### config.mk
export PLATFORM = sky130hd
export DESIGN_NAME = rsvm_div
export DESIGN_NICKNAME = d
export VERILOG_FILES = /design/src/rtl/rsvm_pkg.sv /design/src/rtl/rsvm_div.sv
export SDC_FILE = /design/constraint.sdc
export NUM_CORES = 1
export LEC_CHECK = 0
export ABC_AREA = 1
export BUFFER_PORTS_ARGS = -buffer_cell sky130_fd_sc_hd__buf_4
export CAP_MARGIN = 20
export CORE_ASPECT_RATIO = 0.5
export CORE_MARGIN = 4
export CORE_UTILIZATION = 40
export CTS_CLUSTER_DIAMETER = 150
export DETAILED_ROUTE_END_ITERATION = 8
export GPL_TIMING_DRIVEN = 0
export PLACE_DENSITY = 0.55
export SETUP_SLACK_MARGIN = 0.1
export SLEW_MARGIN = 20
export SYNTH_ARGS = -nofsm -noshare
export SYNTH_HDL_FRONTEND = slang
export SYNTH_SLANG_ARGS = --single-unit
### constraint.sdc
create_clock -name clock -period 3.3 [get_ports clock]
set_clock_uncertainty 0.05 [all_clocks]
set_input_delay 0.495 -clock clock [delete_from_list [all_inputs] [get_ports clock]]
set_output_delay 0.495 -clock clock [all_outputs]
set_load 0.03 [all_outputs]
### src/rtl/rsvm_pkg.sv
// ----------------------------------------------------------------------------
// rsvm_pkg: shared constants, codes and helpers of the register/stack vm core
// Sizes, opcode and operand kind codes, the shared alu and branch conditions.
// ----------------------------------------------------------------------------
package rsvm_pkg;

   localparam int PROGRAM_DEPTH       = 1024;
   localparam int DATA_WORDS          = 1024;
   localparam int OPERAND_STACK_DEPTH = 256;
   localparam int RETURN_STACK_DEPTH  = 64;
   localparam int LABEL_COUNT         = 256;
   localparam int MAX_POINTER_NESTING = 4;

   localparam int WORD_W = 32;
   localparam int PA_W   = $clog2(PROGRAM_DEPTH);
   localparam int PL_W   = $clog2(PROGRAM_DEPTH + 1);
   localparam int DA_W   = $clog2(DATA_WORDS);
   localparam int SA_W   = $clog2(OPERAND_STACK_DEPTH);
   localparam int SD_W   = $clog2(OPERAND_STACK_DEPTH + 1);
   localparam int RA_W   = $clog2(RETURN_STACK_DEPTH);
   localparam int RD_W   = $clog2(RETURN_STACK_DEPTH + 1);
   localparam int LA_W   = $clog2(LABEL_COUNT);
   localparam int PN_W   = $clog2(MAX_POINTER_NESTING + 1);

   typedef logic [WORD_W-1:0] word_type;

   localparam word_type OPC_MOV    = 32'd0;
   localparam word_type OPC_LABEL  = 32'd1;
   localparam word_type OPC_ADD    = 32'd2;
   localparam word_type OPC_SUB    = 32'd3;
   localparam word_type OPC_MUL    = 32'd4;
   localparam word_type OPC_DIV    = 32'd5;
   localparam word_type OPC_CMP    = 32'd6;
   localparam word_type OPC_AND    = 32'd7;
   localparam word_type OPC_OR     = 32'd8;
   localparam word_type OPC_XOR    = 32'd9;
   localparam word_type OPC_NOT    = 32'd10;
   localparam word_type OPC_JMP    = 32'd11;
   localparam word_type OPC_CAL    = 32'd18;
   localparam word_type OPC_CGE    = 32'd24;
   localparam word_type OPC_NATIVE = 32'd25;
   localparam word_type OPC_RET    = 32'd26;
   localparam word_type OPC_EXIT   = 32'd27;
   localparam word_type OPC_PRINT  = 32'd28;
   localparam word_type OPC_INPUT  = 32'd29;

   localparam word_type KIND_R1    = 32'h00;
   localparam word_type KIND_R2    = 32'h01;
   localparam word_type KIND_CMPR  = 32'h02;
   localparam word_type KIND_MEM   = 32'h10;
   localparam word_type KIND_STACK = 32'h20;
   localparam word_type KIND_PTR   = 32'h30;
   localparam word_type KIND_CONST = 32'h40;

   localparam logic [2:0] COND_ALWAYS = 3'd0;
   localparam logic [2:0] COND_EQ     = 3'd1;
   localparam logic [2:0] COND_NE     = 3'd2;
   localparam logic [2:0] COND_LT     = 3'd3;
   localparam logic [2:0] COND_GT     = 3'd4;
   localparam logic [2:0] COND_LE     = 3'd5;

   function automatic word_type alu_calc(input word_type opc, input word_type a,
                                         input word_type b);
      word_type r;
      case (opc)
         OPC_ADD: r = a + b;
         OPC_SUB: r = a - b;
         OPC_CMP: r = a - b;
         OPC_MUL: r = a * b;
         OPC_AND: r = a & b;
         OPC_OR:  r = a | b;
         OPC_XOR: r = a ^ b;
         default: r = a;
      endcase
      return r;
   endfunction

   function automatic logic cond_holds(input logic [2:0] code, input word_type c);
      logic z;
      logic n;
      logic r;
      z = (c == '0);
      n = c[WORD_W-1];
      case (code)
         COND_ALWAYS: r = 1'b1;
         COND_EQ:     r = z;
         COND_NE:     r = !z;
         COND_LT:     r = n;
         COND_GT:     r = !n && !z;
         COND_LE:     r = n || z;
         default:     r = !n;
      endcase
      return r;
   endfunction

endpackage

### src/rtl/rsvm_div.sv
// ----------------------------------------------------------------------------
// rsvm_div: iterative signed divider
// Restoring division on magnitudes, one quotient bit per cycle, truncating.
// ----------------------------------------------------------------------------
module rsvm_div (
   input  logic                     clock,
   input  logic                     reset,
   input  logic                     start,
   input  rsvm_pkg::word_type       dividend,
   input  rsvm_pkg::word_type       divisor,
   output logic                     done,
   output rsvm_pkg::word_type       quotient
);

   localparam int CNT_W = $clog2(rsvm_pkg::WORD_W);

   logic                         busy_ff;
   logic                         done_ff;
   logic                         neg_ff;
   logic [CNT_W-1:0]             cnt_ff;
   logic [rsvm_pkg::WORD_W:0]    rem_ff;
   rsvm_pkg::word_type           quo_ff;
   rsvm_pkg::word_type           den_ff;
   logic [rsvm_pkg::WORD_W:0]    rem_sh;
   logic [rsvm_pkg::WORD_W:0]    diff;

   assign rem_sh = {rem_ff[rsvm_pkg::WORD_W-1:0], quo_ff[rsvm_pkg::WORD_W-1]};
   assign diff   = rem_sh - {1'b0, den_ff};

   always_ff @(posedge clock) begin
      if (reset) begin
         busy_ff <= 1'b0;
         done_ff <= 1'b0;
         cnt_ff  <= '0;
      end else begin
         done_ff <= 1'b0;
         if (start) begin
            busy_ff <= 1'b1;
            cnt_ff  <= '0;
            rem_ff  <= '0;
            neg_ff  <= dividend[rsvm_pkg::WORD_W-1] ^ divisor[rsvm_pkg::WORD_W-1];
            quo_ff  <= dividend[rsvm_pkg::WORD_W-1] ? (0 - dividend) : dividend;
            den_ff  <= divisor[rsvm_pkg::WORD_W-1] ? (0 - divisor) : divisor;
         end else if (busy_ff) begin
            if (!diff[rsvm_pkg::WORD_W]) begin
               rem_ff <= diff;
               quo_ff <= {quo_ff[rsvm_pkg::WORD_W-2:0], 1'b1};
            end else begin
               rem_ff <= rem_sh;
               quo_ff <= {quo_ff[rsvm_pkg::WORD_W-2:0], 1'b0};
            end
            cnt_ff <= cnt_ff + 1'b1;
            if (cnt_ff == CNT_W'(rsvm_pkg::WORD_W - 1)) begin
               busy_ff <= 1'b0;
               done_ff <= 1'b1;
            end
         end
      end
   end

   assign done     = done_ff;
   assign quotient = neg_ff ? (0 - quo_ff) : quo_ff;

endmodule

==> impl_metrics.csv, run 1 <==
group,metric,value,unit
placement,hpwl,23200,um
clock_tree,cts-root-buf,"clkbuf_16",
placement,gp_congestion,0.964,
setup_path,rr_worst_depth,17,
routing,top_layer,"met4",
clock_tree,numCtsBuffers,9,
sta,whs,285,ps
floorplanning,num_rows,39,
setup_path,crit_fanout,4,
global_routing,grt_antenna_before_repair,0,
routing,routed_wl,28000,um
global_routing,grt_start_max_net_pins,42,
setup_path,reg2reg_slack,460,ps
min_path,holdPathEnd,"den_ff[0]$_DFFE_PP_",
clock_tree,clk_path_buf_depth,2,
clock_tree,insertion_delay,380,ps
flow_run,maxCapViolations,0,
clock_tree,cts.hold.buffers_added,0,
pwr,seqPwrFrac,0.358,
min_path,holdPathStages,1,
floorplanning,start_util,0.407,
setup_path,r2r_start,"quo_ff[31]$_DFFE_PP_",
routing,first_pass_iters,5,
sta,slew_violations,0,
yosys,synth.distinct_cells,38,
yosys,synthCells,1405,
yosys,syn_area,9290,um2
setup_path,cp.arrival,2510,ps
yosys,synth_area_per_cell,6.61,um2
layout,final_common_cell,"nand2_1",
pwr,p_sw_frac,0.393,
setup_path,start_kind,"flop",
floorplanning,fp.dieArea,25900,um2
setup_path,crit_path_start,"quo_ff[1]$_DFFE_PP_",
setup_path,endpoint_kind,"output port",
yosys,seq_area_frac_synth,0.329,
min_path,hold_start,"divisor[0]",
yosys,synth_nets,1510,
layout,fin_cells,1828,
routing,routed-wl-met3,1390,um
sta,slew_headroom,0.504,
routing,drcViolationCount,0,
min_path,hold_class,"in2reg",
floorplanning,core,22800,um2
routing,via_per_inst,4.92,
layout,final_nets,1621,
clock_tree,ctsHtreeMaxLevel,3,
setup_path,reg2reg_to,"rem_ff[30]$_SDFFCE_PP0P_",
sta,post-route-period-util,0.925,
pwr,p_int,0.00284,W
global_routing,grt_use_total,0.218,
clock_tree,clkTransAtPathRegs,80,ps
sta,fmax,328,MHz
global_routing,grt_pass1_wl,44500,um
global_routing,grt.overflow.total,0,
layout,diodes,0,
pwr,finalPower,0.00467,W
sta,finalCriticalPeriod,3050,ps
layout,mostFrequentLayoutCells,"nand2_1, inv_1, nor2_1",
layout,syn2layout_area_growth,16.3,%
floorplanning,ios,100,
placement,port_buffers,98,
routing,wl_met1,13800,um
sta,hold_viol,0,
routing,drtIter0Drc,590,
outcome,status,"complete, no violations",
sta,tightest_slew,745,ps
yosys,synth-seq-cells,104,
routing,ant_nets,0,
routing,vias,8994,
setup_path,setup.worst_path.class,"reg2out",
sta,finalSetupViolations,0,
pwr,power.density,433,nW/um2
routing,met2RoutedLength,12300,um
yosys,yosys_warnings,0,
layout,drive_above_1_share,0.0999,
pwr,power_frac_comb,0.388,
setup_path,worstPathRequired,2750,ps
clock_tree,cts_sinks,104,
clock_tree,tritoncts,"done",
sta,rsz0062_at_grt,"yes",
pwr,power_switching,0.00184,W
placement,place_inst,1812,
floorplanning,fp.dieH,116,um
routing,wire_per_inst,15.3,um
pwr,ir_drop,0.271,mV
global_routing,grt_pass1_vias,8597,
pwr,p_leak,5.47,nW
pwr,clkPwrFrac,0.254,
floorplanning,die_w,223,um
[worst max-delay path, stage by stage (launching register included)]
cell and delay [ps]:
edfxtp_1 430, inv_1 130, ha_1 170, nand3_1 190
nor2_2 200, nand4_1 200, nor2_4 170, nand2_1 80
nand2_1 80, xor2_1 270, buf_4 220
[power groups by stage]
stage,Sequential (W),Clock (W),Combinational (W)
floorplan,0.00168,0,0.00123
global placement,0.00170,0,0.00178
detailed placement,0.00170,0,0.00180
CTS,0.00167,0.00121,0.00181
global route,0.00168,0.00126,0.00204
finish,0.00167,0.00119,0.00181
[repair_timing]
| item | in CTS | in global routing |
|---|---|---|
| setup buffers | 0 | 0 |
| endpoints found under the setup margin | 0 | 5 |
| resized for setup | 0 | 3 |
[registers in the layout, summed over array words and instances (netlist names)]
register,count
den_ff,32
quo_ff,32
done,1
cnt_ff,5
busy_ff,1
neg_ff,1
rem_ff,32
[through the flow]
step	util	worst slack [ps]	TNS, ps	cell area [um2]
detailed placement	0.458	486	0	10500
global placement	0.456	-607	-56780	10400
finish	0.473	247	0	10800
CTS	0.472	153	0	10800
global route	0.473	92.9	0	10800
floorplan	-	593	0	9290
[synth_stat cells, drive strengths merged]
| master | number | area (um2) |
|---|---|---|
| nor3 | 28 | 145 |
| ha | 37 | 463 |
| and3 | 1 | 6.26 |
| fa | 1 | 20.0 |
| xor2 | 74 | 648 |
| and2 | 1 | 6.26 |
| nor2b | 1 | 6.26 |
| clkbuf | 18 | 87.6 |
| clkinv | 1 | 3.75 |
| xnor2 | 19 | 166 |
| nor2 | 185 | 707 |
| nand4 | 21 | 131 |
| or2 | 3 | 18.8 |
| nand2 | 446 | 1700 |
| nor4 | 6 | 37.5 |
| buf | 9 | 91.3 |
| edfxtp | 97 | 2910 |
| o21ai | 66 | 334 |
| a21o | 3 | 22.5 |
| inv | 249 | 935 |
| nand3 | 77 | 385 |
| a21oi | 35 | 175 |
| o22ai | 1 | 6.26 |
| dfxtp | 7 | 140 |
| nand3b | 8 | 60.1 |
| o21bai | 4 | 30.0 |
| o31ai | 1 | 7.51 |
| a31oi | 6 | 37.5 |
[cell type report]
type	instances	area (um2)
well taps	307	384
fillers	2361	12000
flip-flops and latches	104	3050
inverters	250	941
repair buffers	100	783
plain buffers	27	179
multi-input cells	1024	5140
clock inverters	7	97.6
clock buffers	9	225
[worst max-delay path by stage]
stage | end | slack (ps) | depth (start not counted)
after floorplan | den_ff[0]$_DFFE_PP_ | 590 | 3
after global placement | rem_ff[16]$_SDFFCE_PP0P_ | -610 | 4
after detailed placement | rem_ff[30]$_SDFFCE_PP0P_ | 490 | 17
after CTS | quotient[24] | 150 | 10
after global routing | quotient[24] | 90 | 10
final | quotient[20] | 250 | 10
[logic make-up (layout without fill, tap and decap cells)]
kind of cell    after synthesis  count (layout)  synth area share
simple gates                777             777             0.345
buf+inv                     277             393             0.120
compound gates              116             116            0.0660
flops                       104             104             0.329
xor+xnor                     93              93            0.0877
fa+ha+maj                    38              38            0.0520
[routing by layer]
layer | vias to the layer above | track usage
met5 | - | 0
li1 | 4635 | -
met4 | 0 | 0.0616
met2 | 223 | 0.351
met1 | 4095 | 0.308
met3 | 41 | 0.0342
(Power assumes the default switching activity.)
==> run 2: changes to the inputs <==
==> constraint.sdc (replaced) <==
create_clock -name clock -period 3.3 [get_ports clock]
set_clock_uncertainty 0.05 [all_clocks]
set_input_delay 0.165 -clock clock [delete_from_list [all_inputs] [get_ports clock]]
set_output_delay 0.165 -clock clock [all_outputs]
set_load 0.03 [all_outputs]
==> run 2 against run 1 <==
Against the previous run: first-iteration DRC count rose by 5.8%; sequential share of layout area barely moved; clock-buffer cell count did not move; setup slack improved by 210 ps; non-clock buffer count rose by 1; utilization barely moved; cell area barely moved; cell count barely moved; maximum frequency rose by 7.3%; worst hold slack got worse by 240 ps; combinational power barely moved; flip-flop and latch count did not move; critical endpoint is now rem_ff[30]$_SDFFCE_PP0P_; largest cell class unchanged.
==> impl_metrics.csv, run 2 (synthesis gave the netlist of run 1 again) <==
group,metric,value,unit
min_path,hold_class,"in2reg",
global_routing,grt_pass1_vias,8592,
clock_tree,clk_path_buf_depth,2,
clock_tree,numCtsBuffers,9,
floorplanning,die_w,223,um
global_routing,grt_use_total,0.218,
clock_tree,ctsResizeCount,0,
setup_path,worstPathRequired,3380,ps
setup_path,rr_worst_depth,17,
placement,port_buffers,98,
sta,tightest_slew,753,ps
layout,fin_area,10800,um2
layout,diodes,0,
sta,finalSetupViolations,0,
floorplanning,start_util,0.407,
layout,largest_registers,"den_ff x32, quo_ff x32, rem_ff x32",
global_routing,grt_start_max_net_pins,42,
layout,final_common_cell,"nand2_1",
setup_path,crit_slowest_cell,"fa_1",
sta,fmax,351,MHz
global_routing,grt_antenna_before_repair,0,
global_routing,grt.overflow.total,0,
floorplanning,num_rows,39,
pwr,ir_drop,0.271,mV
routing,via_per_inst,4.93,
layout,syn2layout_area_growth,16.3,%
global_routing,grt_pass1_wl,44500,um
placement,hpwl,23200,um
clock_tree,insertion_delay,380,ps
setup_path,start_kind,"flop",
clock_tree,cts.hold.buffers_added,1,
placement,dpl_cell_area,10500,um2
routing,routed_wl,28000,um
setup_path,max_stage_delay,410,ps
setup_path,crit_top_cell,"nand2_1",
pwr,power.density,433,nW/um2
sta,rsz0062_at_grt,"no",
routing,vias,9016,
sta,post-route-period-util,0.862,
min_path,holdPathStages,3,
setup_path,crit_chain,"inv_1, ha_1, fa_1, inv_1, nand2_1, nand2_1, nand2_1, o21bai_1, nand2_1, nand2_1, nand2_1, nand2_1, nand2_1, nand2_1, nand2_1, nand2_1, inv_1",
floorplanning,core,22800,um2
routing,first_pass_iters,4,
flow_run,maxCapViolations,0,
floorplanning,fp.dieArea,25900,um2
setup_path,endpoint_kind,"flop",
routing,ant_nets,0,
setup_path,crit_fanout,3,
floorplanning,fp.dieH,116,um
setup_path,path_buf_inv,3,
setup_path,cp_top_family,"simple AND/OR/NAND/NOR gates",
sta,finalCriticalPeriod,2850,ps
routing,drtIter0Drc,624,
clock_tree,cts_sinks,104,
sta,slew_violations,0,
sta,whs,42.1,ps
clock_tree,postCtsSetupBuffers,0,
routing,wire_per_inst,15.3,um
setup_path,cp.arrival,2920,ps
routing,drcViolationCount,0,
clock_tree,tritoncts,"done",
clock_tree,clkTransAtPathRegs,80,ps
floorplanning,ios,100,
layout,final_nets,1622,
clock_tree,ctsHtreeMaxLevel,3,
clock_tree,cts-root-buf,"clkbuf_16",
layout,drive_above_1_share,0.0986,
sta,slew_headroom,0.498,
layout,mostFrequentLayoutCells,"nand2_1, inv_1, nor2_1",
pwr,p_leak,5.47,nW
sta,hold_viol,0,
outcome,status,"complete, no violations",
setup_path,path_depth,17,
placement,gp_congestion,0.964,
setup_path,setup.worst_path.class,"reg2reg",
[run 2: path summary, 6_finish.rpt]
path / startpoint / to / slack (ps)
hold reg to reg: cnt_ff[4]$_SDFFE_PP0P_ / cnt_ff[4]$_SDFFE_PP0P_ / 430
setup / recovery: quo_ff[31]$_DFFE_PP_ / rem_ff[30]$_SDFFCE_PP0P_ / 450
hold / removal: divisor[27] / den_ff[27]$_DFFE_PP_ / 40
setup reg to reg: quo_ff[31]$_DFFE_PP_ / rem_ff[30]$_SDFFCE_PP0P_ / 450
[run 2: routing by layer]
layer	up-vias	global-route usage	share of wire
met4	0	0.0616	0.022
li1	4634	-	-
met2	195	0.351	0.44
met3	45	0.0342	0.046
met5	-	0	0
met1	4142	0.308	0.50
[run 2: through the flow]
stage / TNS [ps] / worst slack, ps / cells / power (W) / util
final: 0 / 454 / 1829 / 0.00467 / 0.473
after detailed placement: 0 / 486 / 1812 / 0.00350 / 0.458
after floorplan: 0 / 923 / 1405 / 0.00291 / -
after global routing: 0 / 196 / 1829 / 0.00498 / 0.473
after global placement: -24770 / -277 / 1810 / 0.00348 / 0.456
after CTS: 0 / 456 / 1829 / 0.00469 / 0.473
[run 2: area by class of cell]
type / instances / area [um2]
clock inverters: 7 / 97.6
repair buffers: 101 / 793
well taps: 307 / 384
multi-input cells: 1024 / 5120
flip-flops and latches: 104 / 3050
clock buffers: 9 / 225
inverters: 250 / 941
fillers: 2360 / 12000
plain buffers: 27 / 179
[run 2: power by group]
part           leakage, nW  total, W  internal (W)  switching [W]
Combinational         4.33   0.00181      0.000626        0.00119
Sequential           0.985   0.00167       0.00160      0.0000732
Clock                0.157   0.00119      0.000613       0.000574
[run 2: worst reg2reg max path: stages, from the launching register on]
cell and delay, ps:
edfxtp_1 370, inv_1 90, ha_1 230, fa_1 410, inv_1 90, nand2_1 70
nand2_1 110, nand2_1 100, o21bai_1 330, nand2_1 90, nand2_1 180, nand2_1 110
nand2_1 80, nand2_1 40, nand2_1 90, nand2_1 70, nand2_1 70, inv_1 40
==> run 3: changes to the inputs <==
--- a/config.mk
+++ b/config.mk
@@ -15,6 +15,7 @@
 export DETAILED_ROUTE_END_ITERATION = 8
 export GPL_TIMING_DRIVEN = 0
 export PLACE_DENSITY = 0.55
+export RECOVER_POWER = 50
 export SETUP_SLACK_MARGIN = 0.1
 export SLEW_MARGIN = 20
 export SYNTH_ARGS = -nofsm -noshare
==> run 3 against run 2 <==
Against the previous run: maximum frequency grew 0.23%; die area is the same; worst hold slack is essentially flat; first-iteration DRC count shrank 1.1%; routed wire length is essentially flat; total power shrank 0.27%; flip-flop and latch count is the same; critical path type unchanged; critical endpoint unchanged; largest cell class unchanged; highest routed layer unchanged.
==> impl_metrics.csv, run 3 (synthesis gave the netlist of run 1 again) <==
group,metric,value,unit
floorplanning,num_rows,39,
pwr,clkPwrFrac,0.254,
routing,routed_wl,28100,um
global_routing,met2_usage,0.351,
clock_tree,tritoncts,"done",
setup_path,reg2reg_slack,460,ps
clock_tree,insertion_delay,380,ps
global_routing,use_met3,0.0342,
global_routing,grt_pass1_wl,44500,um
pwr,power_switching,0.00183,W
clock_tree,ctsResizeCount,0,
global_routing,grt_pass1_vias,8592,
setup_path,setup.worst_path.class,"reg2reg",
sta,hold_viol,0,
layout,fin_cells,1829,
sta,rsz0062_at_grt,"no",
placement,gp_congestion,0.964,
clock_tree,cts.hold.buffers_added,1,
sta,finalSetupViolations,0,
layout,diodes,0,
clock_tree,numCtsBuffers,9,
sta,whs,42.6,ps
global_routing,grt_start_max_net_pins,42,
pwr,p_int,0.00283,W
routing,first_pass_iters,5,
sta,finalCriticalPeriod,2840,ps
global_routing,globalRouteMet1Util,0.308,
pwr,seqPwrFrac,0.359,
setup_path,rr_worst_depth,17,
clock_tree,postCtsSetupBuffers,0,
floorplanning,fp.dieArea,25900,um2
global_routing,grt_use_total,0.218,
floorplanning,fp.dieH,116,um
layout,drive_above_1_share,0.0926,
layout,final_nets,1622,
pwr,power.density,434,nW/um2
outcome,status,"complete, no violations",
clock_tree,ctsHtreeMaxLevel,3,
placement,place_inst,1812,
pwr,ir_drop,0.269,mV
flow_run,maxCapViolations,0,
pwr,p_leak,5.45,nW
clock_tree,clk_path_buf_depth,2,
routing,drcViolationCount,0,
layout,mostFrequentLayoutCells,"nand2_1, inv_1, nor2_1",
sta,slew_violations,0,
clock_tree,clkTransAtPathRegs,80,ps
setup_path,worstPathRequired,3380,ps
global_routing,grt.overflow.total,0,
global_routing,busiest_layer,"met2",
routing,via_per_inst,4.93,
setup_path,crit_fanout,3,
setup_path,start_kind,"flop",
placement,hpwl,23200,um
pwr,finalPower,0.00466,W
sta,post-route-period-util,0.860,
min_path,holdPathStages,3,
floorplanning,core,22800,um2
pwr,power_frac_comb,0.387,
layout,final_common_cell,"nand2_1",
clock_tree,cts_sinks,104,
layout,largest_registers,"den_ff x32, quo_ff x32, rem_ff x32",
floorplanning,die_w,223,um
routing,vias,9020,
placement,pre_cts_ws,486,ps
floorplanning,start_util,0.407,
layout,syn2layout_area_growth,15.6,%
routing,wire_per_inst,15.3,um
setup_path,cp.arrival,2920,ps
min_path,hold_class,"in2reg",
sta,slew_headroom,0.197,
routing,drtIter0Drc,617,
global_routing,grt_antenna_before_repair,0,
setup_path,endpoint_kind,"flop",
routing,ant_nets,0,
pwr,p_sw_frac,0.393,
sta,tightest_slew,1200,ps
clock_tree,cts-root-buf,"clkbuf_16",
placement,port_buffers,98,
floorplanning,ios,100,
sta,fmax,352,MHz
sta,worst_slack,461,ps
[run 3: metal layers]
layer  share of wire  vias up
li1                -     4630
met1            0.49     4127
met2            0.44      217
met3           0.048       46
met4           0.023        0
met5               0        -
[run 3: path summary, 6_finish.rpt]
check,startpoint,to
max,quo_ff[31]$_DFFE_PP_,rem_ff[30]$_SDFFCE_PP0P_
min,divisor[27],den_ff[27]$_DFFE_PP_
min reg2reg,cnt_ff[4]$_SDFFE_PP0P_,cnt_ff[4]$_SDFFE_PP0P_
max reg2reg,quo_ff[31]$_DFFE_PP_,rem_ff[30]$_SDFFCE_PP0P_
[run 3: worst max-delay path, stage by stage, from the launching register on]
cell	delay (ps)
edfxtp_1	370
inv_1	90
ha_1	230
fa_1	410
inv_1	90
nand2_1	70
nand2_1	100
nand2_1	100
o21bai_1	320
nand2_1	90
nand2_1	180
nand2_1	110
nand2_1	80
nand2_1	40
nand2_1	90
nand2_1	70
nand2_1	70
inv_1	40
[run 3: area by class of cell]
cell class | count | area [um2]
Tap cell | 307 | 384
Sequential cell | 104 | 3050
Buffer | 27 | 178
Timing Repair Buffer | 101 | 747
Clock buffer | 9 | 225
Clock inverter | 7 | 97.6
Fill cell | 2367 | 12100
Inverter | 250 | 940
Multi-Input combinational cell | 1024 | 5110
[run 3: power by group through the flow]
stage | Sequential [W] | Combinational [W] | Clock, W
2_1_floorplan | 0.00168 | 0.00123 | 0
3_3_place_gp | 0.00170 | 0.00178 | 0
3_5_place_dp | 0.00170 | 0.00180 | 0
4_1_cts | 0.00167 | 0.00181 | 0.00121
5_1_grt | 0.00169 | 0.00203 | 0.00126
6_report | 0.00167 | 0.00180 | 0.00118
[run 3: per-stage QoR]
step	setup TNS, ps	utilization	cell area [um2]
finish	0	0.470	10700
global route	0	0.470	10700
CTS	0	0.473	10800
detailed placement	0	0.458	10500
global placement	-24770	0.456	10400
floorplan	0	-	9290
